==> config.mk <==
export PLATFORM = sky130hd
export DESIGN_NAME = button_grid_change_events
export DESIGN_NICKNAME = d
export VERILOG_FILES = /design/src/hw/rtl/bgce_pkg.sv /design/src/hw/rtl/button_grid_change_events.sv /design/src/hw/rtl/bgce_detect.sv /design/src/hw/rtl/bgce_serializer.sv
export SDC_FILE = /design/constraint.sdc
export NUM_CORES = 1
export LEC_CHECK = 0
export CORE_MARGIN = 3
export CORE_UTILIZATION = 60
export DETAILED_ROUTE_END_ITERATION = 10
export DONT_BUFFER_PORTS = 1
export PLACE_DENSITY = 0.8
export SLEW_MARGIN = 20
export SYNTH_ARGS = -nofsm -noshare
export SYNTH_HDL_FRONTEND = slang
export SYNTH_HIERARCHICAL = 1
export SYNTH_SLANG_ARGS = --single-unit
==> constraint.sdc <==
create_clock -name clk_i -period 3.6 [get_ports clk_i]
set_input_delay 0 -clock clk_i [delete_from_list [all_inputs] [get_ports clk_i]]
set_output_delay 0 -clock clk_i [all_outputs]
set_load 0.01 [all_outputs]
==> src/hw/rtl/bgce_pkg.sv <==
// ----------------------------------------------------------------------------
// bgce_pkg
// shared constants and types for the button grid change event block
// ----------------------------------------------------------------------------
package bgce_pkg;

  localparam int unsigned DEF_HW_COLUMNS   = 16;
  localparam int unsigned DEF_PHYS_COLUMNS = 8;
  localparam int unsigned DEF_ROWS         = 4;

  localparam int unsigned COL_W  = 4;
  localparam int unsigned SMP_W  = 4;
  localparam int unsigned POS_W  = 3;
  localparam int unsigned ROW_IW = 2;

  localparam logic [SMP_W-1:0] SAMPLE_MASK = 4'hF;

  // work handed from the change detector to the event serializer
  typedef struct packed {
    logic             valid;
    logic [SMP_W-1:0] changes;
    logic [SMP_W-1:0] cur;
    logic [POS_W-1:0] pos_x;
    logic [POS_W-1:0] y_ofs;
  } ev_load_t;

endpackage

==> src/hw/rtl/button_grid_change_events.sv <==
// ----------------------------------------------------------------------------
// button_grid_change_events
// turns stable column scans of a button matrix into per-button change events
// ----------------------------------------------------------------------------
//  channel | dir | tdata (low bit up)                         | tlast
//  s_axis  | in  | column[3:0] current_rows[7:4] prev[11:8]   | -
//  m_axis  | out | level[0] pos_x[3:1] pos_y[6:4], pad[7]     | last event of column
//
//  an accepted scan is held in the input register and checked there, then
//  either dropped or, once the serializer is free, handed to it. a column
//  with changed rows keeps the serializer busy until every event is sent,
//  one event per cycle into the output register while the output does not
//  stall. reset clears the row state of every column and empties all stages.
//  output stalls back up through the serializer into the input register.
// ----------------------------------------------------------------------------
module button_grid_change_events import bgce_pkg::*; #(
  parameter int unsigned HW_COLUMNS   = DEF_HW_COLUMNS,
  parameter int unsigned PHYS_COLUMNS = DEF_PHYS_COLUMNS,
  parameter int unsigned ROWS         = DEF_ROWS
) (
  input  logic        clk_i,
  input  logic        rst_ni,
  input  logic        s_axis_tvalid_i,
  output logic        s_axis_tready_o,
  input  logic [15:0] s_axis_tdata_i,   // column, current_rows, previous_rows
  output logic        m_axis_tvalid_o,
  input  logic        m_axis_tready_i,
  output logic [7:0]  m_axis_tdata_o,   // level, pos_x, pos_y
  output logic        m_axis_tlast_o
);

  logic             in_valid_q;
  logic [COL_W-1:0] column_q;
  logic [SMP_W-1:0] cur_q;
  logic [SMP_W-1:0] prev_q;

  logic             take;
  logic             ser_free;
  ev_load_t         load;
  logic             level;
  logic [POS_W-1:0] pos_x;
  logic [POS_W-1:0] pos_y;

  assign s_axis_tready_o = !in_valid_q || take;

  always_ff @(posedge clk_i or negedge rst_ni) begin
    if (!rst_ni) begin
      in_valid_q <= 1'b0;
    end else if (s_axis_tvalid_i && s_axis_tready_o) begin
      in_valid_q <= 1'b1;
    end else if (take) begin
      in_valid_q <= 1'b0;
    end
  end

  always_ff @(posedge clk_i) begin
    if (s_axis_tvalid_i && s_axis_tready_o) begin
      column_q <= s_axis_tdata_i[3:0];
      cur_q    <= s_axis_tdata_i[7:4];
      prev_q   <= s_axis_tdata_i[11:8];
    end
  end

  bgce_detect #(
    .HW_COLUMNS   (HW_COLUMNS),
    .PHYS_COLUMNS (PHYS_COLUMNS),
    .ROWS         (ROWS)
  ) u_detect (
    .clk_i           (clk_i),
    .rst_ni          (rst_ni),
    .item_valid_i    (in_valid_q),
    .column_i        (column_q),
    .current_rows_i  (cur_q),
    .previous_rows_i (prev_q),
    .ser_free_i      (ser_free),
    .take_o          (take),
    .load_o          (load)
  );

  bgce_serializer u_ser (
    .clk_i      (clk_i),
    .rst_ni     (rst_ni),
    .load_i     (load),
    .ser_free_o (ser_free),
    .m_valid_o  (m_axis_tvalid_o),
    .m_ready_i  (m_axis_tready_i),
    .m_level_o  (level),
    .m_pos_x_o  (pos_x),
    .m_pos_y_o  (pos_y),
    .m_last_o   (m_axis_tlast_o)
  );

  assign m_axis_tdata_o = {1'b0, pos_y, pos_x, level};

endmodule

==> src/hw/rtl/bgce_detect.sv <==
// ----------------------------------------------------------------------------
// bgce_detect
// per-column row state, stability test and change detection
// ----------------------------------------------------------------------------
module bgce_detect import bgce_pkg::*; #(
  parameter int unsigned HW_COLUMNS   = DEF_HW_COLUMNS,
  parameter int unsigned PHYS_COLUMNS = DEF_PHYS_COLUMNS,
  parameter int unsigned ROWS         = DEF_ROWS
) (
  input  logic             clk_i,
  input  logic             rst_ni,
  input  logic             item_valid_i,
  input  logic [COL_W-1:0] column_i,
  input  logic [SMP_W-1:0] current_rows_i,
  input  logic [SMP_W-1:0] previous_rows_i,
  input  logic             ser_free_i,
  output logic             take_o,
  output ev_load_t         load_o
);

  localparam int unsigned DEPTH = (HW_COLUMNS < 16) ? HW_COLUMNS : 16;
  localparam int unsigned IDX_W = (DEPTH > 1) ? $clog2(DEPTH) : 1;
  localparam logic [SMP_W-1:0] ROW_MASK =
    (ROWS >= SMP_W) ? SAMPLE_MASK : SMP_W'((1 << ROWS) - 1);
  localparam logic [POS_W-1:0] ROW_OFS = POS_W'(ROWS);

  logic [SMP_W-1:0] rows_q [DEPTH];

  logic             in_range;
  logic [IDX_W-1:0] idx;
  logic [SMP_W-1:0] stored;
  logic [SMP_W-1:0] changes;
  logic             stable;
  logic             drop;
  logic             fold;

  always_comb begin
    in_range = (32'(column_i) < DEPTH);
    idx      = IDX_W'(column_i);
    stored   = in_range ? rows_q[idx] : '0;
    changes  = (current_rows_i ^ stored) & ROW_MASK;
    stable   = ((current_rows_i ^ previous_rows_i) & ROW_MASK) == '0;
    drop     = !in_range || !stable || (changes == '0);
    fold     = (32'(column_i) >= PHYS_COLUMNS);

    take_o          = item_valid_i && (drop || ser_free_i);
    load_o.valid    = item_valid_i && !drop && ser_free_i;
    load_o.changes  = changes;
    load_o.cur      = current_rows_i;
    load_o.pos_x    = fold ? POS_W'(32'(column_i) - PHYS_COLUMNS) : POS_W'(column_i);
    load_o.y_ofs    = fold ? ROW_OFS : '0;
  end

  // each event flips its bit, so the entry ends up at the current sample
  always_ff @(posedge clk_i or negedge rst_ni) begin
    if (!rst_ni) begin
      for (int i = 0; i < DEPTH; i++) begin
        rows_q[i] <= '0;
      end
    end else if (load_o.valid) begin
      rows_q[idx] <= stored ^ changes;
    end
  end

endmodule

==> src/hw/rtl/bgce_serializer.sv <==
// ----------------------------------------------------------------------------
// bgce_serializer
// emits one event per cycle while the output does not stall, from a pending change mask, lowest row first
// ----------------------------------------------------------------------------
module bgce_serializer import bgce_pkg::*; (
  input  logic       clk_i,
  input  logic       rst_ni,
  input  ev_load_t   load_i,
  output logic       ser_free_o,
  output logic       m_valid_o,
  input  logic       m_ready_i,
  output logic       m_level_o,
  output logic [POS_W-1:0] m_pos_x_o,
  output logic [POS_W-1:0] m_pos_y_o,
  output logic       m_last_o
);

  logic [SMP_W-1:0] pend_q, pend_d;
  logic [SMP_W-1:0] cur_q;
  logic [POS_W-1:0] pos_x_q;
  logic [POS_W-1:0] y_ofs_q;
  logic             m_valid_q;
  logic             level_q;
  logic [POS_W-1:0] pos_x_out_q;
  logic [POS_W-1:0] pos_y_q;
  logic             last_q;

  logic             out_free;
  logic             emit;
  logic [SMP_W-1:0] low;
  logic             is_last;
  logic [ROW_IW-1:0] row;

  always_comb begin
    out_free = !m_valid_q || m_ready_i;
    emit     = (pend_q != '0) && out_free;
    low      = pend_q & (~pend_q + SMP_W'(1));
    is_last  = (pend_q & ~low) == '0;
    row      = '0;
    for (int y = SMP_W - 1; y >= 0; y--) begin
      if (pend_q[y]) begin
        row = ROW_IW'(y);
      end
    end
    ser_free_o = (pend_q == '0) || (emit && is_last);
    pend_d = pend_q;
    if (emit) begin
      pend_d = pend_q & ~low;
    end
    if (load_i.valid) begin
      pend_d = load_i.changes;
    end
  end

  always_ff @(posedge clk_i or negedge rst_ni) begin
    if (!rst_ni) begin
      pend_q    <= '0;
      m_valid_q <= 1'b0;
    end else begin
      pend_q <= pend_d;
      if (emit) begin
        m_valid_q <= 1'b1;
      end else if (m_ready_i) begin
        m_valid_q <= 1'b0;
      end
    end
  end

  always_ff @(posedge clk_i) begin
    if (load_i.valid) begin
      cur_q   <= load_i.cur;
      pos_x_q <= load_i.pos_x;
      y_ofs_q <= load_i.y_ofs;
    end
    if (emit) begin
      level_q     <= cur_q[row];
      pos_x_out_q <= pos_x_q;
      pos_y_q     <= POS_W'(row) + y_ofs_q;
      last_q      <= is_last;
    end
  end

  assign m_valid_o = m_valid_q;
  assign m_level_o = level_q;
  assign m_pos_x_o = pos_x_out_q;
  assign m_pos_y_o = pos_y_q;
  assign m_last_o  = last_q;

  // a new column only lands once the previous one is fully drained
  a_load_when_free: assert property (@(posedge clk_i) disable iff (!rst_ni)
    load_i.valid |-> (pend_q == '0) || (emit && is_last))
    else $error("column loaded over pending events");

  a_load_has_work: assert property (@(posedge clk_i) disable iff (!rst_ni)
    load_i.valid |-> load_i.changes != '0)
    else $error("column loaded with no changes");

  a_last_drains: assert property (@(posedge clk_i) disable iff (!rst_ni)
    emit && is_last && !load_i.valid |=> pend_q == '0)
    else $error("pending mask not empty after last event");

  a_emit_fills_out: assert property (@(posedge clk_i) disable iff (!rst_ni)
    emit |=> m_valid_q)
    else $error("event emitted but output register empty");

endmodule
==> results of run 1 <==
## timing repair
| action | CTS | global route |
|---|---|---|
| setup buffers | 0 | 0 |
| hold buffers | 16 | 0 |
| hold endpoints to repair | 100 | 0 |
## cell usage after synthesis (2+ instances only)
cell      instances
conb_1            2
clkbuf_1         10
nand4_1           4
a21oi_1           2
dfrtp_1          70
mux2i_1          16
nor3b_1           2
buf_4            12
nand2_1           5
buf_6             4
o21ai_0           5
buf_12            2
nand3_1           6
buf_2             4
clkbuf_8          2
nand3_4           8
nand2b_1          3
nor2_1           11
mux2_2           40
edfxtp_1         30
xor2_1            9
o22ai_1           4
nor4_1            3
a211oi_1          4
inv_1             6
mux2_4           32
nor3_1            3
mux4_2            8
## logic make-up (layout without fill, tap and decap cells)
kind of cell,after synthesis,after routing
xor+xnor,9,9
simple gates,54,54
other cells,2,3
flops,100,100
compound gates,23,23
mux,96,96
buf+inv,42,50
fa+ha+maj,3,3
## flip-flops by register name (all words and copies together), names as in the netlist
signal           count
u_detect/rows_q     64
u_ser/m_pos_x_o      3
u_ser/m_pos_y_o      3
cur_q                4
u_ser/pos_x_q        3
column_q             4
u_ser/m_level_o      1
u_ser/m_last_o       1
u_ser/m_valid_o      1
u_ser/cur_q          4
prev_q               4
u_ser/y_ofs_q        3
u_ser/pend_q         4
in_valid_q           1
## layer usage
| layer | up-vias | part of all wire |
|---|---|---|
| li1 | 1192 | - |
| met1 | 1344 | 0.43 |
| met2 | 61 | 0.51 |
| met3 | 15 | 0.033 |
| met4 | 0 | 0.025 |
| met5 | - | 0 |
## area by class of cell
cell class,count,area (µm²)
inverter,6,22.5
clock inverter,6,88.8
multi-input combinational,188,1980
clock buffer,10,128
fill,532,2570
tap,102,128
timing repair buffer,28,280
sequential,100,2650
## worst reg2reg max path, delay by kind of cell (launching register included)
family,cells,cell delay [ns]
flops,1,0.43
simple gates,3,1.13
mux,2,0.69
buf+inv,2,0.41
xor+xnor,1,0.13
compound gates,2,0.39
## per-stage QoR
stage          worst slack (ns)  cell area [µm²]  hold slack (ns)   util  instances
2_1_floorplan             0.331             4930           -0.296      -        330
3_3_place_gp              0.393             4890           -0.291  0.623        408
3_5_place_dp              0.329             4890           -0.290  0.623        408
4_1_cts                   0.314             5280            0.198  0.673        440
5_1_grt                   0.113             5280            0.243  0.673        440
6_report                  0.308             5280            0.200  0.673        440
## path summary, 6_finish.rpt
path,endpoint,slack [ns],cells after the start
max reg2reg,u_ser/pend_q[3]$_DFFE_PN0P_,0.31,10
min in group clk_i,cur_q[2]$_DFFE_PP_,0.26,1
max in group asynchronous,u_detect/rows_q[12]$_DFFE_PN0P_,3.09,2
min reg2reg,u_ser/m_pos_x_o[2]$_DFFE_PP_,0.43,0
max,u_ser/pend_q[3]$_DFFE_PN0P_,0.31,10
min,u_ser/pend_q[3]$_DFFE_PN0P_,0.20,2
## cell usage in the layout, fill, tap and decap left out, types with 2 or more instances in the layout
cell            n
a211oi_1        4
a21oi_1         2
buf_4          11
bufinv_16       2
clkbuf_8        9
clkinvlp_4      2
conb_1          3
dfrtp_1        70
dlygate4sd3_1  15
edfxtp_1       30
inv_1           6
mux2_2         40
mux2_4         32
mux2i_1        16
mux4_2          8
nand2_1         5
nand2b_1        3
nand3_1         6
nand3_4         8
nand4_1         4
nor2_1         11
nor3_1          3
nor3b_1         2
nor4_1          3
o21ai_0         5
o22ai_1         4
xor2_1          9
## power breakdown
group / leakage [nW] / switching (mW) / internal [mW] / total [mW]
clock: 0.102 / 0.376 / 0.392 / 0.768
combinational: 1.06 / 0.134 / 0.154 / 0.288
sequential: 1.24 / 0.0602 / 1.26 / 1.32
==> key figures, run 1 <==
Setup path
  – WP data required: 3.82 ns
  – CP top delay family: simple AND/OR/NAND/NOR gates
  – Worst Setup SP: column_q[1]$_DFFE_PP_
  – Reg2Reg Launch Point: column_q[1]$_DFFE_PP_
  – Maximum fanout count along the critical path: 33
  – Max incr delay on CP: 0.60 ns
  – WP buf/inv: 2
  – Critical Path AT: 3.51 ns
  – Slowest stage cell on the critical path: or4_1
  – Cell breakdown of the critical path: buf_12, mux2i_1, mux4_2, a211oi_1, xor2_1, or4_1, buf_4, and2_1, nand2_1, o21ai_0
  – Worst Setup End Kind: flip-flop
  – WS Path Type: reg2reg
  – Startpoint Class: flip-flop

Logic synthesis
  – Synth cell types: 50
  – Seq/Total Area, Yosys: 0.538
  – Post-Synth XOR/XNOR Area: 0.0160
  – Synth Flop Type: dfrtp_1
  – Yosys reg bits: 100
  – Cell taking the most area after synthesis: dfrtp_1
  – Syn Inst Count: 329
  – Largest family of logic cells by synthesized area: multiplexers
  – Synth Area in Compound Gates: 0.0358
  – Mapped Area: a little under 5000 µm²
  – Multiplexer share of the synthesized area: 0.258
  – Post-synth EDFFs: 30
  – Ys async rst share: 0.700
  – Synth Area per Inst: 15.0 µm²
  – Post-Synth Simple-Gate Area: 0.0809
  – Post-synthesis adder-cell area fraction: 0.00888
  – Synth area leaders: dfrtp_1 36%, edfxtp_1 18%, mux2_4 9.7%
  – Post-synth top area share: 0.355
  – Synth warn: 6

Final layout
  – Area grow syn2layout: 7.08%
  – Diode count: 0
  – Share of layout cells above drive strength 1: 0.358
  – Layout Nets: 355

GRT
  – Grt met1 use: 0.279
  – Wire length of the first global-routing pass: around 15000 µm
  – Vias in the first global route: roughly 2900
  – Initial antenna violation count: 0
  – Largest net degree at the start of global routing: 71
  – GRT overflow: 0
  – Total GRT Usage: 0.207
  – Met3 GRT Util: 0.0317
  – Grt met2 use: 0.332
  – Gr busiest metal: met2

Route
  – Routed WL: 8970 µm
  – Avg WL per Cell: 20.4 µm
  – Post-DR vias/cell: approximately 6
  – Final ANT Viol Nets: 0
  – Number of remaining DRC errors: 0
  – Vias: 2612
  – Detailed Route Iter0 Violations: roughly 160
  – Initial DRT Pass Iterations: 4

Worst hold path
  – HP Class: in2async

Floorplanning
  – Full die area: 9340 µm²
  – I/O pins: 31
  – Row count: 32
  – Core Region: 7850 µm²
  – Initial core utilization: 0.628
  – DIE HEIGHT: 96.7 µm
  – Die W: 96.7 µm

Clock tree
  – Root buf cell: clkbuf_8
  – CTS tree: yes
  – Clock-pin slew on the worst setup and hold paths: 0.10 ns
  – Cts repair resizes: 0
  – # H-tree levels: 3
  – Worst skew pair latency: approximately 0.36 ns
  – Inserted Clock Buffers: 9
  – Clock sinks: 100
  – Clock buffer depth: 2

Place
  – I/O Buffers: 0
  – Post-detail-place hpwl: 5830 µm
  – Routability cong.: between 0.8 and 0.9

Timing
  – Total negative slack: 0 ns
  – Final Hold Vio Count: 0
  – Fmax: 0.304 GHz
  – Worst-margin pin slew: around 0.75 ns
  – Clock Skew: 0.0139 ns
  – Final period util: 0.914
  – Final setup fails: 0
  – Max_slew headroom: 0.498
  – Min Clock Period, post-route: ~3.3 ns
  – Slew Viols, Final: 0
  – RSZ-0062 raised after global routing: false

Power and ir drop
  – Power Dens Cells: 450 nW/µm²
  – LEAKAGE: between 2 and 2.5 nW
  – Total Power: 2.38 mW
  – Peak supply drop: 0.000246 V

Flow run
  – Max-cap viol count: 0

Run status
  – Status: finished, final reports clean
Power figures use the tool's default switching activity.
==> run 2, diff against run 1 <==
--- a/config.mk
+++ b/config.mk
@@ -7,9 +7,10 @@
 export LEC_CHECK = 0
 export CORE_MARGIN = 3
 export CORE_UTILIZATION = 60
+export CTS_CLUSTER_DIAMETER = 200
 export DETAILED_ROUTE_END_ITERATION = 10
 export DONT_BUFFER_PORTS = 1
-export PLACE_DENSITY = 0.8
+export PLACE_DENSITY = 0.82
 export SLEW_MARGIN = 20
 export SYNTH_ARGS = -nofsm -noshare
 export SYNTH_HDL_FRONTEND = slang
==> key figures, run 2 (synthesis results as in run 1) <==
Clock tree
  – Clock sinks: 100 (unchanged)
  – Clock buffer depth: 2 (unchanged)
  – # H-tree levels: 3 (unchanged)
  – CTS tree: yes
  – Cts repair resizes: 0 (unchanged)
  – Inserted Clock Buffers: 9 (unchanged)
  – Worst skew pair latency: 0.37 ns (about the same)
  – Root buf cell: clkbuf_8
  – Clock-pin slew on the worst setup and hold paths: 0.10 ns (about the same)

Final layout
  – Fill count: 530 (-0.38%)
  – Reg area: 2650 µm² (unchanged)
  – Share of layout cells above drive strength 1: 0.360 (+0.00189)
  – Final Non-Filler Cells: 441 (+0.23%)
  – Max reg flops: 64 (unchanged)
  – Commonest non-fill, non-tap cell in the layout: dfrtp_1
  – Layout Nets: 356 (+0.28%)
  – Final core occ: 0.670 (-0.00239)
  – Most frequent cells in the layout: 70 x dfrtp_1, 40 x mux2_2, 32 x mux2_4, 30 x edfxtp_1, 16 x mux2i_1
  – Diode count: 0 (unchanged)
  – Area grow syn2layout: 6.70%
  – Most flop-heavy register: u_detect/rows_q
  – Area of the multi-input gates: 1980 µm² (unchanged)
  – Fin area: 5260 µm² (-0.36%)

Place
  – Post-DP Area: 4880 µm² (-0.15%)
  – Post-Place Setup Slack: 0.247 ns (-0.0826 ns)
  – Post-detail-place hpwl: 5880 µm (+0.87%)
  – Routability cong.: 0.849 (+3.7%)
  – I/O Buffers: 0 (unchanged)
  – Placed insts: 407 (-0.25%)

Route
  – Routed WL: 9280 µm (+3.5%)
  – Vias: 2642 (+1.1%)
  – Final ANT Viol Nets: 0 (unchanged)
  – Initial DRT Pass Iterations: 4 (unchanged)
  – Number of remaining DRC errors: 0 (unchanged)
  – Post-DR vias/cell: 5.99 (+0.92%)
  – Avg WL per Cell: 21.1 µm (+3.2%)
  – Detailed Route Iter0 Violations: 250 (+60%)

Timing
  – Fmax: 0.300 GHz (-1.2%)
  – Final period util: 0.925 (+0.0111)
  – Clock Skew: 0.0109 ns (-0.00303 ns)
  – Min Clock Period, post-route: 3.33 ns (+0.0398 ns)
  – Final WS setup: 0.268 ns (-0.0398 ns)
  – Final setup fails: 0 (unchanged)
  – Slew Viols, Final: 0 (unchanged)
  – RSZ-0062 raised after global routing: false
  – Total negative slack: 0 ns (unchanged)
  – Final Hold Vio Count: 0 (unchanged)
  – Max_slew headroom: 0.527 (+0.0290)
  – Worst-margin pin slew: 0.708 ns (-0.0434 ns)

Setup path
  – WP buf/inv: 2 (unchanged)
  – Max incr delay on CP: 0.60 ns (about the same)
  – Slowest stage cell on the critical path: or4_1
  – CP top delay family: simple AND/OR/NAND/NOR gates
  – Worst Setup End Kind: flip-flop
  – Cell breakdown of the critical path: buf_12, mux2i_1, mux4_2, a211oi_1, xor2_1, or4_1, buf_4, and2_1, nand2_1, o21ai_0
  – WP data required: 3.82 ns (about the same)
  – WS Path Type: reg2reg
  – Critical Path AT: 3.56 ns (+0.05 ns)
  – Maximum fanout count along the critical path: 33 (unchanged)
  – Startpoint Class: flip-flop

GRT
  – Largest net degree at the start of global routing: 71 (unchanged)
  – Initial antenna violation count: 0 (unchanged)
  – Total GRT Usage: 0.211 (+0.00377)
  – Wire length of the first global-routing pass: 15200 µm (+0.59%)
  – GRT overflow: 0 (unchanged)
  – Vias in the first global route: 2777 (-2.7%)

Floorplanning
  – Core Region: 7850 µm² (unchanged)
  – DIE HEIGHT: 96.7 µm (unchanged)
  – Die W: 96.7 µm (unchanged)
  – Row count: 32 (unchanged)
  – Initial core utilization: 0.628 (unchanged)
  – I/O pins: 31 (unchanged)
  – Full die area: 9340 µm² (unchanged)

Worst hold path
  – HP Class: in2async

Run status
  – Status: finished, final reports clean

Power and ir drop
  – Power Dens Cells: 434 nW/µm² (-3.7%)
  – Peak supply drop: 0.000286 V (+16%)
  – LEAKAGE: 2.40 nW (-0.12%)

Flow run
  – Max-cap viol count: 0 (unchanged)
-- run 2: changes by cell type in the layout (fill, tap and decap cells not counted), sizes merged --
| cell | delta |
|---|---|
| clkbuf | +1 |
| bufinv | -2 |
| inv | +2 |
| buf | +1 |
| clkinvlp | -1 |
-- run 2: worst paths after layout --
| path | endpoint | cells after the start | start | slack, ns |
|---|---|---|---|---|
| min reg2reg | u_ser/m_pos_x_o[0]$_DFFE_PP_ | 0 | u_ser/pos_x_q[0]$_DFFE_PP_ | 0.45 |
| max in group asynchronous | u_detect/rows_q[9]$_DFFE_PN0P_ | 2 | rst_ni | 3.14 |
| max | u_ser/pend_q[3]$_DFFE_PN0P_ | 10 | column_q[1]$_DFFE_PP_ | 0.27 |
| max reg2reg | u_ser/pend_q[3]$_DFFE_PN0P_ | 10 | column_q[1]$_DFFE_PP_ | 0.27 |
| min | in_valid_q$_DFFE_PN0P_ | 2 | rst_ni | 0.17 |
| min in group clk_i | column_q[1]$_DFFE_PP_ | 1 | s_axis_tdata_i[1] | 0.25 |
-- run 2: final cells by class --
class | instances | area share
Clock inverter | 5 | 0.00690
Timing Repair Buffer | 29 | 0.0571
Inverter | 6 | 0.00428
Multi-Input combinational cell | 188 | 0.376
Tap cell | 102 | 0.0243
Clock buffer | 11 | 0.0269
Sequential cell | 100 | 0.504
-- run 2: metal layers --
metal / part of all wire / vias to the layer above / GRT usage
li1: - / 1188 / -
met3: 0.056 / 25 / 0.0512
met2: 0.49 / 93 / 0.333
met1: 0.43 / 1336 / 0.287
met4: 0.021 / 0 / 0.0745
met5: 0 / - / 0
-- run 2: where the power goes --
part / internal [mW] / switching, mW
Sequential: 1.26 / 0.0613
Clock: 0.274 / 0.393
Combinational: 0.156 / 0.136
Total: 1.69 / 0.591
-- run 2: worst reg2reg max path, cell delays in order, from the launching register on --
cell      delay (ns)
edfxtp_1        0.42
buf_12          0.21
mux2i_1         0.18
mux4_2          0.48
a211oi_1        0.35
xor2_1          0.13
or4_1           0.60
buf_4           0.21
and2_1          0.37
nand2_1         0.15
o21ai_0         0.10
-- run 2: metrics by stage --
step	hold WS [ns]	power, mW
5_1_grt	0.190	2.38
4_1_cts	0.192	2.29
2_1_floorplan	-0.296	1.56
3_5_place_dp	-0.291	1.60
6_report	0.173	2.28
3_3_place_gp	-0.292	1.58
-- run 2: what timing repair did --
| action | 4_1_cts | 5_1_grt |
|---|---|---|
| setup buffers | 0 | 2 |
| hold buffers | 16 | 0 |
| setup endpoints to repair | 0 | 1 |
| hold endpoints to repair | 99 | 0 |
==> run 3, diff against run 2 <==
==> constraint.sdc (replaced) <==
create_clock -name clk_i -period 4.25 [get_ports clk_i]
set_input_delay 0 -clock clk_i [delete_from_list [all_inputs] [get_ports clk_i]]
set_output_delay 0 -clock clk_i [all_outputs]
set_load 0.01 [all_outputs]
==> key figures, run 3 (synthesis results as in run 1) <==
Run status
  – Status: finished, final reports clean

Floorplanning
  – DIE HEIGHT: 96.7 µm (unchanged)
  – Full die area: 9340 µm² (unchanged)
  – Row count: 32 (unchanged)
  – Die W: 96.7 µm (unchanged)
  – I/O pins: 31 (unchanged)
  – Initial core utilization: 0.628 (unchanged)
  – Core Region: 7850 µm² (unchanged)

Route
  – Final ANT Viol Nets: 0 (unchanged)
  – Routed WL: 9540 µm (+2.7%)
  – Initial DRT Pass Iterations: 4 (unchanged)
  – Detailed Route Iter0 Violations: 243 (-2.8%)
  – Vias: 2650 (+0.30%)
  – Avg WL per Cell: 22.0 µm (+4.4%)
  – Post-DR vias/cell: 6.11 (+1.9%)
  – Number of remaining DRC errors: 0 (unchanged)

Timing
  – RSZ-0062 raised after global routing: false
  – Fmax: 0.263 GHz (-12%)
  – WHS: 0.158 ns (-0.0152 ns)
  – Min Clock Period, post-route: 3.80 ns (+0.469 ns)
  – Max_slew headroom: 0.446 (-0.0812)
  – Worst-margin pin slew: 0.831 ns (+0.123 ns)
  – Slew Viols, Final: 0 (unchanged)
  – Total negative slack: 0 ns (unchanged)
  – Final period util: 0.894 (-0.0312)
  – Clock Skew: 0.0167 ns (+0.00584 ns)
  – Final setup fails: 0 (unchanged)
  – Final Hold Vio Count: 0 (unchanged)

Final layout
  – Final core occ: 0.666 (-0.00446)
  – Most flop-heavy register: u_detect/rows_q
  – Most frequent cells in the layout: 70 x dfrtp_1, 40 x mux2_2, 32 x mux2_4, 30 x edfxtp_1, 16 x mux2i_1
  – Commonest non-fill, non-tap cell in the layout: dfrtp_1
  – Diode count: 0 (unchanged)
  – Max reg flops: 64 (unchanged)
  – Layout Nets: 349 (-2.0%)
  – Area grow syn2layout: 5.99%
  – Fill count: 535 (+0.94%)
  – Final Non-Filler Cells: 434 (-1.6%)
  – Share of layout cells above drive strength 1: 0.349 (-0.0105)

Place
  – I/O Buffers: 0 (unchanged)
  – Placed insts: 402 (-1.2%)
  – Routability cong.: 0.814 (-4.1%)
  – Post-detail-place hpwl: 5970 µm (+1.5%)

Power and ir drop
  – Power Dens Cells: 389 nW/µm² (-10%)
  – Total Power: 2.03 mW (-11%)
  – Peak supply drop: 0.000349 V (+22%)
  – LEAKAGE: 2.38 nW (-1.1%)

Setup path
  – WP data required: 4.50 ns (+0.68 ns)
  – Maximum fanout count along the critical path: 15 (-55%)
  – WS Path Type: reg2reg
  – Worst Setup End Kind: flip-flop
  – Max incr delay on CP: 0.91 ns (+0.31 ns)
  – Slowest stage cell on the critical path: edfxtp_1
  – R2R depth: 7 (-3)
  – Critical Path AT: 4.06 ns (+0.50 ns)
  – Cell breakdown of the critical path: mux4_2, a211oi_1, xor2_1, or4_1, buf_4, nand3_1, mux2_2
  – Startpoint Class: flip-flop

GRT
  – Total GRT Usage: 0.210 (-0.000467)
  – Vias in the first global route: 2785 (+0.29%)
  – Initial antenna violation count: 0 (unchanged)
  – Largest net degree at the start of global routing: 71 (unchanged)
  – Wire length of the first global-routing pass: 15300 µm (+0.50%)
  – GRT overflow: 0 (unchanged)

Clock tree
  – Inserted Clock Buffers: 9 (unchanged)
  – CTS tree: yes
  – Clock-pin slew on the worst setup and hold paths: 0.10 ns (about the same)
  – # H-tree levels: 3 (unchanged)
  – Clock sinks: 100 (unchanged)
  – Clock buffer depth: 2 (unchanged)
  – Cts repair resizes: 0 (unchanged)
  – Worst skew pair latency: 0.37 ns (about the same)
  – Setup Fix Bufs, Post-CTS: 0 (unchanged)
  – Root buf cell: clkbuf_8

Worst hold path
  – HP Class: in2async

Flow run
  – Max-cap viol count: 0 (unchanged)
==> run 3: cell count changes in the layout (fill, tap and decap cells not counted) <==
cell        before  now
buf_4           11    6
buf_12           2    0
bufinv_16        0    2
clkinvlp_2       0    2
inv_6            1    3
clkbuf_1         1    0
clkbuf_8        10    9
clkinv_2         1    0
clkinv_4         1    0
clkinvlp_4       1    0
inv_4            1    0
==> run 3: timing repair <==
action                                  4_1_cts  5_1_grt
endpoints found under the hold margin        97        0
hold buffers                                 16        0
endpoints found under the setup margin        0        0
==> run 3: final cells by class <==
cell class,count,area (µm²),area share
clock inverters,7,96.3,0.0184
repair buffers,22,223,0.0426
inverters,6,22.5,0.00431
flip-flops and latches,100,2650,0.508
multi-input cells,188,1980,0.379
well taps,102,128,0.0244
clock buffers,9,124,0.0237
==> run 3: worst max-delay path, delay by kind of cell (launching register included) <==
| family | cells | cell delay [ns] |
|---|---|---|
| xor gates and xnor gates | 1 | 0.15 |
| muxes | 2 | 1.03 |
| AOI/OAI and AO/OA | 1 | 0.34 |
| DFF | 1 | 0.91 |
| buffers and inverters | 1 | 0.29 |
| and+or+nand+nor | 2 | 0.96 |
==> run 3: power by group <==
group | switching [mW] | leakage (nW) | internal (mW) | total [mW]
combinational | 0.103 | 1.03 | 0.125 | 0.228
clock | 0.334 | 0.107 | 0.335 | 0.669
sequential | 0.0657 | 1.24 | 1.07 | 1.14
total | 0.503 | 2.38 | 1.53 | 2.03
==> run 3: per-stage QoR <==
step                      worst slack [ns]  cell area (µm²)
after floorplan                      0.981             4930
after global placement               0.656             4830
after detailed placement             0.522             4830
after CTS                            0.513             5230
after global routing                 0.300             5230
final                                0.449             5230
==> run 3: per-layer routing <==
metal,share of wire,GRT usage
met1,0.41,0.282
met2,0.51,0.340
met3,0.054,0.0570
met4,0.020,0.0616
met5,0,0
==> run 3: path summary, 6_finish.rpt <==
kind	from	end	slack (ns)
min in group clk_i	s_axis_tdata_i[1]	column_q[1]$_DFFE_PP_	0.25
worst min-delay path	rst_ni	u_ser/m_valid_o$_DFFE_PN0P_	0.16
worst max-delay path	column_q[0]$_DFFE_PP_	u_detect/rows_q[36]$_DFFE_PN0P_	0.45
worst min register to register	u_ser/pos_x_q[2]$_DFFE_PP_	u_ser/m_pos_x_o[2]$_DFFE_PP_	0.44
worst max register to register	column_q[0]$_DFFE_PP_	u_detect/rows_q[36]$_DFFE_PN0P_	0.45
max in group asynchronous	rst_ni	u_detect/rows_q[28]$_DFFE_PN0P_	3.78
